<file path="config.mk">
export PLATFORM = sky130hd
export DESIGN_NAME = gtq_ctrl
export DESIGN_NICKNAME = d
export VERILOG_FILES = /design/src/sv/gtq_pkg.sv /design/src/sv/gtq_ctrl.sv
export SDC_FILE = /design/constraint.sdc
export NUM_CORES = 1
export LEC_CHECK = 0
export ABC_AREA = 1
export BUFFER_PORTS_ARGS = -buffer_cell sky130_fd_sc_hd__buf_2
export CAP_MARGIN = 30
export CORE_AREA = 2 2 39 41
export DETAILED_ROUTE_END_ITERATION = 16
export DIE_AREA = 0 0 41 43
export GPL_TIMING_DRIVEN = 0
export PLACE_DENSITY = 0.43
export SLEW_MARGIN = 20
export SYNTH_ARGS = -nofsm -noshare
export SYNTH_HDL_FRONTEND = slang
export SYNTH_SLANG_ARGS = --single-unit
</file>
<file path="constraint.sdc">
create_clock -name clk -period 1 [get_ports clk]
set_input_delay 0.2 -clock clk [delete_from_list [all_inputs] [get_ports clk]]
set_output_delay 0.2 -clock clk [all_outputs]
set_load 0.02 [all_outputs]
</file>
<file path="src/sv/gtq_pkg.sv">
// gtq_pkg: shared types and codes of the grouped team queue
// no dependencies; compiled first
`default_nettype none

package gtq_pkg;

    // fixed field widths of the request and response channels
    localparam int KIND_W   = 1;
    localparam int GROUP_W  = 2;
    localparam int MEMBER_W = 16;
    localparam int STATUS_W = 2;

    // request kinds
    localparam logic [KIND_W-1:0] KIND_ENQ = 1'b0;
    localparam logic [KIND_W-1:0] KIND_DEQ = 1'b1;

    // response status codes
    localparam logic [STATUS_W-1:0] ST_ENQ   = 2'd0;
    localparam logic [STATUS_W-1:0] ST_DEQ   = 2'd1;
    localparam logic [STATUS_W-1:0] ST_EMPTY = 2'd2;
    localparam logic [STATUS_W-1:0] ST_FULL  = 2'd3;

    // controller to datapath commands
    typedef struct packed {
        logic latch;  // capture the accepted request
        logic look;   // select group, read its pointers
        logic exec;   // update state, access member store
        logic load;   // move the result into the output register
    } gtq_cmd_t;

    // datapath to controller status
    typedef struct packed {
        logic out_busy;  // output register holds a result that is not taken
    } gtq_sts_t;

endpackage

`default_nettype wire

</file>
<file path="src/sv/gtq_ctrl.sv">
// gtq_ctrl: sequencing state machine of the grouped team queue
// depends on gtq_pkg for command and status structs
`default_nettype none

module gtq_ctrl
    import gtq_pkg::*;
(
    input  wire logic     clk,
    input  wire logic     rst_n,
    input  wire logic     req_valid,
    output logic          req_ready,
    input  wire gtq_sts_t sts,
    output gtq_cmd_t      cmd
);

    typedef enum logic [1:0] {
        S_IDLE,
        S_LOOK,
        S_EXEC,
        S_DONE
    } state_t;

    state_t state_reg;
    state_t state_next;

    // next state and commands
    always_comb
    begin
        state_next = state_reg;
        req_ready  = 1'b0;
        cmd        = '0;
        unique case (state_reg)
            S_IDLE:
            begin
                req_ready = 1'b1;
                if (req_valid)
                begin
                    cmd.latch  = 1'b1;
                    state_next = S_LOOK;
                end
            end
            S_LOOK:
            begin
                cmd.look   = 1'b1;
                state_next = S_EXEC;
            end
            S_EXEC:
            begin
                cmd.exec   = 1'b1;
                state_next = S_DONE;
            end
            S_DONE:
            begin
                // hand off the result, take the next request in the same cycle
                if (!sts.out_busy)
                begin
                    cmd.load  = 1'b1;
                    req_ready = 1'b1;
                    if (req_valid)
                    begin
                        cmd.latch  = 1'b1;
                        state_next = S_LOOK;
                    end
                    else
                    begin
                        state_next = S_IDLE;
                    end
                end
            end
            default:
            begin
                state_next = S_IDLE;
            end
        endcase
    end

    // state register
    always_ff @(posedge clk or negedge rst_n)
    begin
        if (!rst_n)
        begin
            state_reg <= S_IDLE;
        end
        else
        begin
            state_reg <= state_next;
        end
    end

endmodule

`default_nettype wire

</file>
# ---- Word-level counts from Yosys, hierarchy flattened
# Index checks and enable logic that the tools add are counted.
dict set report classes {
  eq_ne 5
  mux 12
  n_reduce_logical 2
}
# cell n
set ops {}
lappend ops {{one-hot mux 2 bit (4 select lines)} 1}
lappend ops {{2-to-1 mux 1 bit} 7}
lappend ops {{equality test 2 bit (second input constant)} 2}
lappend ops {{2-to-1 mux 2 bit} 2}
lappend ops {{inequality test 2 bit (second input constant)} 2}
lappend ops {{one-hot mux 1 bit (2 select lines)} 2}
lappend ops {{equality test 2 x 1 -> 1 bit (second input constant)} 1}
lappend ops {{logical NOT 2 bit} 1}
lappend ops {{AND reduction 2 bit} 1}
dict set report word_totals {
  register_bits 2
  in_bits 4
  output_inout_bits 5
}

# ---- Longest topological paths before layout
# Gate-level depths: netlist (run 1).
dict set report depth {
  depth_word 3
  ltp_mapped 7
}

# ---- Worst setup path before layout (run 1)
# Ideal clock, no wire load.
dict set report synth_timing {
  path_type {register to output}
  startpoint {register state_reg[0]}
  endpoint {output cmd[3] (netlist name)}
  arrival_ps 1132
  required_ps 800
  setup_slack_ps -332
  path_stages_with_launch 4
  path_cell_list {dfrtp_1 -> inv_1 -> ha_1 -> a21oi_1}
}
# element line_no
set synth_lines {}
lappend synth_lines {{start: declaration} gtq_ctrl.sv:23} ;# state_t state_reg;
lappend synth_lines {{start signal: assignment} gtq_ctrl.sv:86} ;# state_reg <= state_next;
lappend synth_lines {{end: declaration} gtq_ctrl.sv:13} ;# output gtq_cmd_t cmd

==> impl_metrics.ini, run 1 <==
[logic_synthesis]
ys_types = 11
synthTopCellsByArea = ha_1 (28%), dfrtp_1 (22%), nand2_1 (18%), inv_1 (10%), a21oi_1 (4.5%)
synth_area_um2 = 224
synthCells = 33
synth_warnings = 0
yosys.area.top_type_share_pct = 27.9
avgSynthCellArea_um2 = 6.79
ys_ff_latch = 2
yosys.area.top_type = ha_1
syn_nets = 42
ys_seq_area_share_pct = 22.3

[timing]
rsz0062_at_grt = true
tightest_slew_ns = 0.151
fin_crit_sh_pct = 141
worst_slack_ns = -0.409
tns_ns = -2.25
hold_violations = 0
setup_viol = 7
fmax_mhz = 710
drv_slew = 0
slew_headroom_pct = 89.9
fin_crit_ns = 1.41
finalClockSkew_ns = 0.00284

[power_and_ir_drop]
max-vdd-ir-drop_uv = 1420
leakage_nw = 0.248
switchingPower_mw = 0.770
power_density_nw_per_um2 = 3550
p_int_mw = 0.969
pwr-share-seq_pct = 12.6
pwr-share-comb_pct = 77.3
clock_power_share_pct = 10.1
sw_frac_of_total_pct = 44.3

[cts]
cts_made_buffers = 3
cts_sinks = 2
clk_latency_ns = 0.22
root_buffer = clkbuf_4
clockBufferDepth = 2
clkTransAtPathRegs_ns = 0.03
cts_tree = built
htreeDepth = 1

[finish]
drive_above_1_share_pct = 70.6
diodes = 0
n_fill_cell = 145
fin_util_pct = 35.4
largest_register_ffs = 2
finalInstanceArea_um2 = 490
area_growth_pct = 119
nets = 62

[run_status]
status = finished with violations
violations = setup timing

[placement]
portBuffers = 8
place_hpwl_um = 373
globalplace.congestion = 0.664
place_ws_ns = -0.277
placed_area_um2 = 329

[flow_run]
drv_cap = 0

[worst_setup_path]
worstPathArrival_ns = 1.21
max_stage_delay_ns = 0.43
critPathMaxFanout = 4
required_ns = 0.80
startpoint_type = register
cpMaxStageDelayCell = dfrtp_2
path_cells = inv_2 > ha_4 > a21oi_4 > buf_6
path_class = reg2out
crit_path_end_kind = output pin

[floorplanning]
rows = 14
chipHeight_um = 43
die_w_um = 41
die-area_um2 = 1760
ios = 9
core_area_um2 = 1380
initial_utilization_pct = 16.2

[drt]
avgRoutedWirePerCell_um = 8.51
ant_nets = 0
vias = 251
drt_first_pass_iters = 2
via_per_inst = 3.75
drc = 0
wl_um = 570
drt_iter0_markers = 1

[global_routing]
grt_max_degree = 6
grt_pass1_wl_um = 952
grt_overflow = 0
antenna_found_initial = 0
grt_pass1_vias = 248
grt_use_total_pct = 8.64

[min_path]
hold_class = in2async
-- power by group through the flow --
stage                     combinational [mW]  sequential (mW)  clock [mW]
after global routing                    1.47            0.224       0.207
final                                   1.34            0.220       0.176
after CTS                               1.31            0.216       0.190
after detailed placement               0.895            0.192           0
after floorplan                        0.736            0.176           0
after global placement                 0.900            0.190           0
-- path summary, 6_finish.rpt --
check	startpoint	end	slack (ns)	cells after the start
worst min-delay path	rst_n	state_reg[1]$_DFFE_PN0P_	0.29	2
worst max-delay path	state_reg[0]$_DFFE_PN0P_	cmd[3]	-0.41	4
max in group asynchronous	rst_n	state_reg[0]$_DFFE_PN0P_	0.60	2
worst max register to register	state_reg[1]$_DFFE_PN0P_	state_reg[1]$_DFFE_PN0P_	-0.26	8
min in group clk	sts	state_reg[1]$_DFFE_PN0P_	0.34	5
worst min register to register	state_reg[0]$_DFFE_PN0P_	state_reg[0]$_DFFE_PN0P_	0.56	2
-- final cells by class --
| class | count | area, um^2 | share of cell area (%) |
|---|---|---|---|
| Clock buffer | 3 | 22.5 | 4.59 |
| Multi-Input combinational cell | 24 | 233 | 47.4 |
| Tap cell | 16 | 20.0 | 4.08 |
| Inverter | 7 | 28.8 | 5.87 |
| Timing Repair Buffer | 15 | 134 | 27.3 |
| Sequential cell | 2 | 52.6 | 10.7 |
-- repair_timing --
action / in CTS / in global routing
pin swaps: 6 / 5
gates resized for setup: 23 / 1
setup endpoints to repair: 7 / 7
hold buffers: 1 / 0
setup buffers: 5 / 1
endpoints found under the hold margin: 2 / 0
-- Yosys cell counts --
cell type	n
nor2_1	1
nand2_1	11
inv_1	6
nand3_1	2
nor2_2	1
o21bai_1	1
a21oi_1	2
dfrtp_1	2
nand2_2	1
inv_2	1
ha_1	5
-- per-stage QoR --
step / hold WS (ns) / cells / total power [mW]
after detailed placement: -0.0127 / 57 / 1.09
after CTS: 0.284 / 66 / 1.71
final: 0.294 / 67 / 1.74
after global placement: -0.0142 / 57 / 1.09
after global routing: 0.272 / 67 / 1.91
after floorplan: -0.0956 / 33 / 0.913
-- placed cells by master, fill, tap and decap left out, drive strengths merged --
| master | n |
|---|---|
| o21bai | 1 |
| nand2 | 12 |
| inv | 7 |
| ha | 5 |
| dlygate4sd3 | 1 |
| clkbuf | 3 |
| dfrtp | 2 |
| buf | 14 |
| nor2 | 2 |
| nand3 | 2 |
| a21oi | 2 |
-- logic make-up after synthesis --
logic type / Yosys count / share of synthesized area (%)
DFF: 2 / 22.3
and+or+nand+nor: 16 / 30.2
buffers and inverters: 7 / 11.7
AOI/OAI and AO/OA: 3 / 7.82
adders and majority gates: 5 / 27.9
-- routing by layer --
layer,vias up,track usage [%],wire length [um]
li1,137,-,-
met1,107,8.71,251
met2,7,12.8,290
met3,0,3.14,28
met4,0,8.00,0
met5,-,0,0
-- critical path: cells and delay by family, from the launching register on --
family	cells	cell delay [ns]
AO/OA/AOI/OAI	1	0.11
adder cells (fa/ha/maj)	1	0.22
flip-flops	1	0.43
buffers and inverters	2	0.21
No activity file was read; power rests on OpenSTA's default activity.
==> run 2: changes to the inputs <==
--- a/config.mk
+++ b/config.mk
@@ -13,6 +13,7 @@
 export DIE_AREA = 0 0 41 43
 export GPL_TIMING_DRIVEN = 0
 export PLACE_DENSITY = 0.43
+export REMOVE_ABC_BUFFERS = 1
 export SLEW_MARGIN = 20
 export SYNTH_ARGS = -nofsm -noshare
 export SYNTH_HDL_FRONTEND = slang
==> impl_metrics.ini, run 2 (synthesis gave the netlist of run 1 again) <==
[run_status]
status = finished with violations
violations = setup timing

[power_and_ir_drop]
leakage_nw = 0.233
power_density_nw_per_um2 = 3560
max-vdd-ir-drop_uv = 1250
finalPower_mw = 1.58

[finish]
drive_above_1_share_pct = 68.0
diodes = 0
largest_register_ffs = 2
layout_commonest_cell = nand2_1
most-common-layout-cells = nand2_1 (8), buf_4 (7), inv_2 (4)
finalInstanceArea_um2 = 443
multiInputGateArea_um2 = 208
n_fill_cell = 151
seqCellArea_um2 = 52.6
area_growth_pct = 97.8
nets = 61

[cts]
root_buffer = clkbuf_4
clkTransAtPathRegs_ns = 0.03
cts_sinks = 2
htreeDepth = 1
cts_made_buffers = 3
clk_latency_ns = 0.23
clockBufferDepth = 2
cts_tree = built

[drt]
ant_nets = 0
drc = 0
via_per_inst = 3.94
wl_um = 608
drt_iter0_markers = 0
avgRoutedWirePerCell_um = 9.21
vias = 260
drt_first_pass_iters = 1

[timing]
tightest_slew_ns = 0.157
fin_crit_sh_pct = 141
drv_slew = 0
rsz0062_at_grt = true
finalClockSkew_ns = 0.00294
fin_crit_ns = 1.41
tns_ns = -2.17
worst_slack_ns = -0.413
slew_headroom_pct = 89.6
hold_violations = 0
setup_viol = 7
fmax_mhz = 708

[placement]
placed_area_um2 = 284
globalplace.congestion = 0.665
place_hpwl_um = 344
portBuffers = 8

[global_routing]
grt_use_total_pct = 7.83
grt_max_degree = 6
grt_overflow = 0
grt_pass1_wl_um = 924
antenna_found_initial = 0
grt_pass1_vias = 236

[floorplanning]
ios = 9
initial_utilization_pct = 16.2
die-area_um2 = 1760
chipHeight_um = 43
core_area_um2 = 1380
rows = 14
die_w_um = 41

[worst_setup_path]
path_class = reg2out
crit_path_end_kind = output pin
critPathMaxFanout = 3
required_ns = 0.80
startpoint_type = register
worstPathArrival_ns = 1.21

[min_path]
hold_class = in2async

[flow_run]
drv_cap = 0
-- run 2: report_power, final --
part / internal, mW / total [mW] / switching [mW]
registers: 0.136 / 0.219 / 0.0827
clock network: 0.133 / 0.185 / 0.0518
logic: 0.585 / 1.17 / 0.586
total: 0.854 / 1.58 / 0.721
-- run 2: metrics by stage --
step           cells  utilization [%]  hold WS (ns)  setup slack [ns]
4_1_cts           65             30.9         0.275            -0.421
3_3_place_gp      57             20.5       -0.0133            -0.344
2_1_floorplan     33                -       -0.0956            -0.332
3_5_place_dp      57             20.5       -0.0138            -0.342
5_1_grt           66             32.0         0.304            -0.461
6_report          66             32.0         0.280            -0.413
-- run 2: repair_timing --
item | 4_1_cts | 5_1_grt
hold buffers | 1 | 0
hold endpoints to repair | 2 | 0
resized for setup | 25 | 2
endpoints found under the setup margin | 7 | 7
pin swaps | 9 | 7
buffers inserted | 4 | 1
-- run 2: per-layer routing --
layer,up-vias,share of wire [%],GRT usage (%)
met3,0,5.8,0
met4,0,0,6.00
met2,7,52,11.9
met1,119,43,9.97
li1,134,-,-
met5,-,0,0
-- run 2: final timing paths --
| check | startpoint | slack (ns) | to | cells past startpoint |
|---|---|---|---|---|
| worst min register to register | state_reg[1]$_DFFE_PN0P_ | 0.60 | state_reg[1]$_DFFE_PN0P_ | 2 |
| worst max register to register | state_reg[1]$_DFFE_PN0P_ | -0.18 | state_reg[0]$_DFFE_PN0P_ | 6 |
| max in group asynchronous | rst_n | 0.61 | state_reg[1]$_DFFE_PN0P_ | 2 |
| worst max-delay path | state_reg[0]$_DFFE_PN0P_ | -0.41 | cmd[2] | 4 |
| min in group clk | sts | 0.34 | state_reg[1]$_DFFE_PN0P_ | 5 |
| worst min-delay path | rst_n | 0.28 | state_reg[0]$_DFFE_PN0P_ | 2 |
-- run 2: final cells by class --
class,instances,area share [%]
Inverter,7,6.50
Clock buffer,3,5.08
Timing Repair Buffer,14,25.1
Sequential cell,2,11.9
Multi-Input combinational cell,24,46.9
Tap cell,16,4.52
-- run 2: worst max-delay path: stages (launching register included) --
cell,delay [ns]
dfrtp_2,0.43
buf_4,0.15
buf_4,0.13
ha_4,0.15
buf_6,0.12
==> run 3: changes to the inputs <==
--- a/config.mk
+++ b/config.mk
@@ -12,7 +12,7 @@
 export DETAILED_ROUTE_END_ITERATION = 16
 export DIE_AREA = 0 0 41 43
 export GPL_TIMING_DRIVEN = 0
-export PLACE_DENSITY = 0.43
+export PLACE_DENSITY = 0.42
 export REMOVE_ABC_BUFFERS = 1
 export SLEW_MARGIN = 20
 export SYNTH_ARGS = -nofsm -noshare
==> constraint.sdc (replaced) <==
create_clock -name clk -period 1.7 [get_ports clk]
set_input_delay 0.34 -clock clk [delete_from_list [all_inputs] [get_ports clk]]
set_output_delay 0.34 -clock clk [all_outputs]
set_load 0.02 [all_outputs]
==> impl_metrics.ini, run 3 (synthesis gave the netlist of run 1 again) <==
[run_status]
status = complete, no violations

[floorplanning]
die_w_um = 41
ios = 9
initial_utilization_pct = 16.2
rows = 14
core_area_um2 = 1380
chipHeight_um = 43
die-area_um2 = 1760

[power_and_ir_drop]
power_density_nw_per_um2 = 1960
leakage_nw = 0.204
pwr-share-comb_pct = 69.0
switchingPower_mw = 0.322
sw_frac_of_total_pct = 47.6
pwr-share-seq_pct = 15.6
clock_power_share_pct = 15.4
p_int_mw = 0.354
max-vdd-ir-drop_uv = 743

[finish]
area_growth_pct = 53.6
layout_commonest_cell = nand2_1
nets = 57
most-common-layout-cells = nand2_1 (11), buf_2 (6), inv_1 (4)
drive_above_1_share_pct = 41.3
largest_register_ffs = 2
diodes = 0
final_cells = 62

[worst_setup_path]
worstSetupStartpoint = state_reg[1]$_DFFE_PN0P_
crit_path_end_kind = output pin
worstPathArrival_ns = 1.24
crit-reg2reg-capture = state_reg[1]$_DFFE_PN0P_
crit_end = req_ready
rr_worst_depth = 7
path_class = reg2out
critPathMaxFanout = 4
startpoint_type = register
critical_path.reg2reg.startpoint = state_reg[1]$_DFFE_PN0P_
r2r_slack_ns = 0.62
required_ns = 1.36

[timing]
fin_crit_sh_pct = 92.9
tightest_slew_ns = 0.153
hold_violations = 0
finalClockSkew_ns = 0.00264
fin_crit_ns = 1.58
fmax_mhz = 633
slew_headroom_pct = 89.8
setup_viol = 0
drv_slew = 0
rsz0062_at_grt = false
tns_ns = 0

[global_routing]
grtUsageMet3_pct = 1.57
grt_pass1_wl_um = 696
grt_use_total_pct = 6.23
grt_max_degree = 6
antenna_found_initial = 0
use_met1_pct = 8.39
grt_overflow = 0
grt_pass1_vias = 212
grt_util_met2_pct = 6.56
busiest_layer = met1

[cts]
cts_tree = built
cts_made_buffers = 3
root_buffer = clkbuf_4
htreeDepth = 1
clkTransAtPathRegs_ns = 0.03
clockBufferDepth = 2
clk_latency_ns = 0.22
cts_sinks = 2

[drt]
wl_um = 439
ant_nets = 0
drc = 0
vias = 227
drt_first_pass_iters = 4
drt_iter0_markers = 8
avgRoutedWirePerCell_um = 7.08
via_per_inst = 3.66

[flow_run]
drv_cap = 0

[min_path]
hold_class = in2async

[placement]
globalplace.congestion = 0.641
portBuffers = 8
dp_cells = 57
place_hpwl_um = 332
## run 3: cell count changes in the layout (fill, tap and decap cells not counted), moves of 3 or more
cell and change:
buf_2 +3, nand2_1 +3, buf_4 -4, buf_6 -3
## run 3: how the worst min path moves through the flow
stage,to,depth (start not counted)
final,state_reg[1]$_DFFE_PN0P_,2
after CTS,state_reg[1]$_DFFE_PN0P_,2
after floorplan,state_reg[0]$_DFFE_PN0P_,0
after detailed placement,state_reg[1]$_DFFE_PN0P_,1
after global routing,state_reg[1]$_DFFE_PN0P_,2
after global placement,state_reg[1]$_DFFE_PN0P_,1
## run 3: area by class of cell
| class | instances | area (um^2) |
|---|---|---|
| flip-flops and latches | 2 | 50.0 |
| fillers | 149 | 1040 |
| multi-input cells | 24 | 163 |
| inverters | 7 | 26.3 |
| clock buffers | 3 | 22.5 |
| well taps | 16 | 20.0 |
| repair buffers | 10 | 62.6 |
## run 3: power by group through the flow
stage	Combinational, mW	Clock, mW	Sequential (mW)
global placement	0.397	0	0.107
CTS	0.428	0.113	0.101
finish	0.467	0.104	0.106
global route	0.525	0.117	0.111
detailed placement	0.387	0	0.105
floorplan	0.303	0	0.0986
## run 3: routing by layer
metal  up-vias  part of all wire [%]
li1        125                     -
met1        95                    49
met2         7                    43
met3         0                   8.0
met4         0                     0
met5         -                     0
## run 3: worst max-delay path: stages, from the launching register on
cell and delay [ns]:
dfrtp_1 0.41, inv_2 0.11, ha_4 0.21, a21oi_1 0.12
buf_4 0.16
## run 3: metrics by stage
step / setup slack, ns / area [um^2] / util, % / hold slack (ns) / total power [mW]
floorplan: 0.228 / 224 / - / 0.0444 / 0.401
global placement: 0.202 / 284 / 20.5 / 0.127 / 0.504
detailed placement: 0.216 / 284 / 20.5 / 0.126 / 0.492
CTS: 0.00645 / 329 / 23.8 / 0.414 / 0.642
global route: 0.0321 / 344 / 24.9 / 0.437 / 0.752
finish: 0.120 / 344 / 24.9 / 0.440 / 0.676
## run 3: what timing repair did
item / in CTS / in global routing
endpoints found under the hold margin: 2 / 0
setup endpoints to repair: 2 / 2
resized for setup: 2 / 4
setup buffers: 1 / 0
hold buffers: 1 / 0
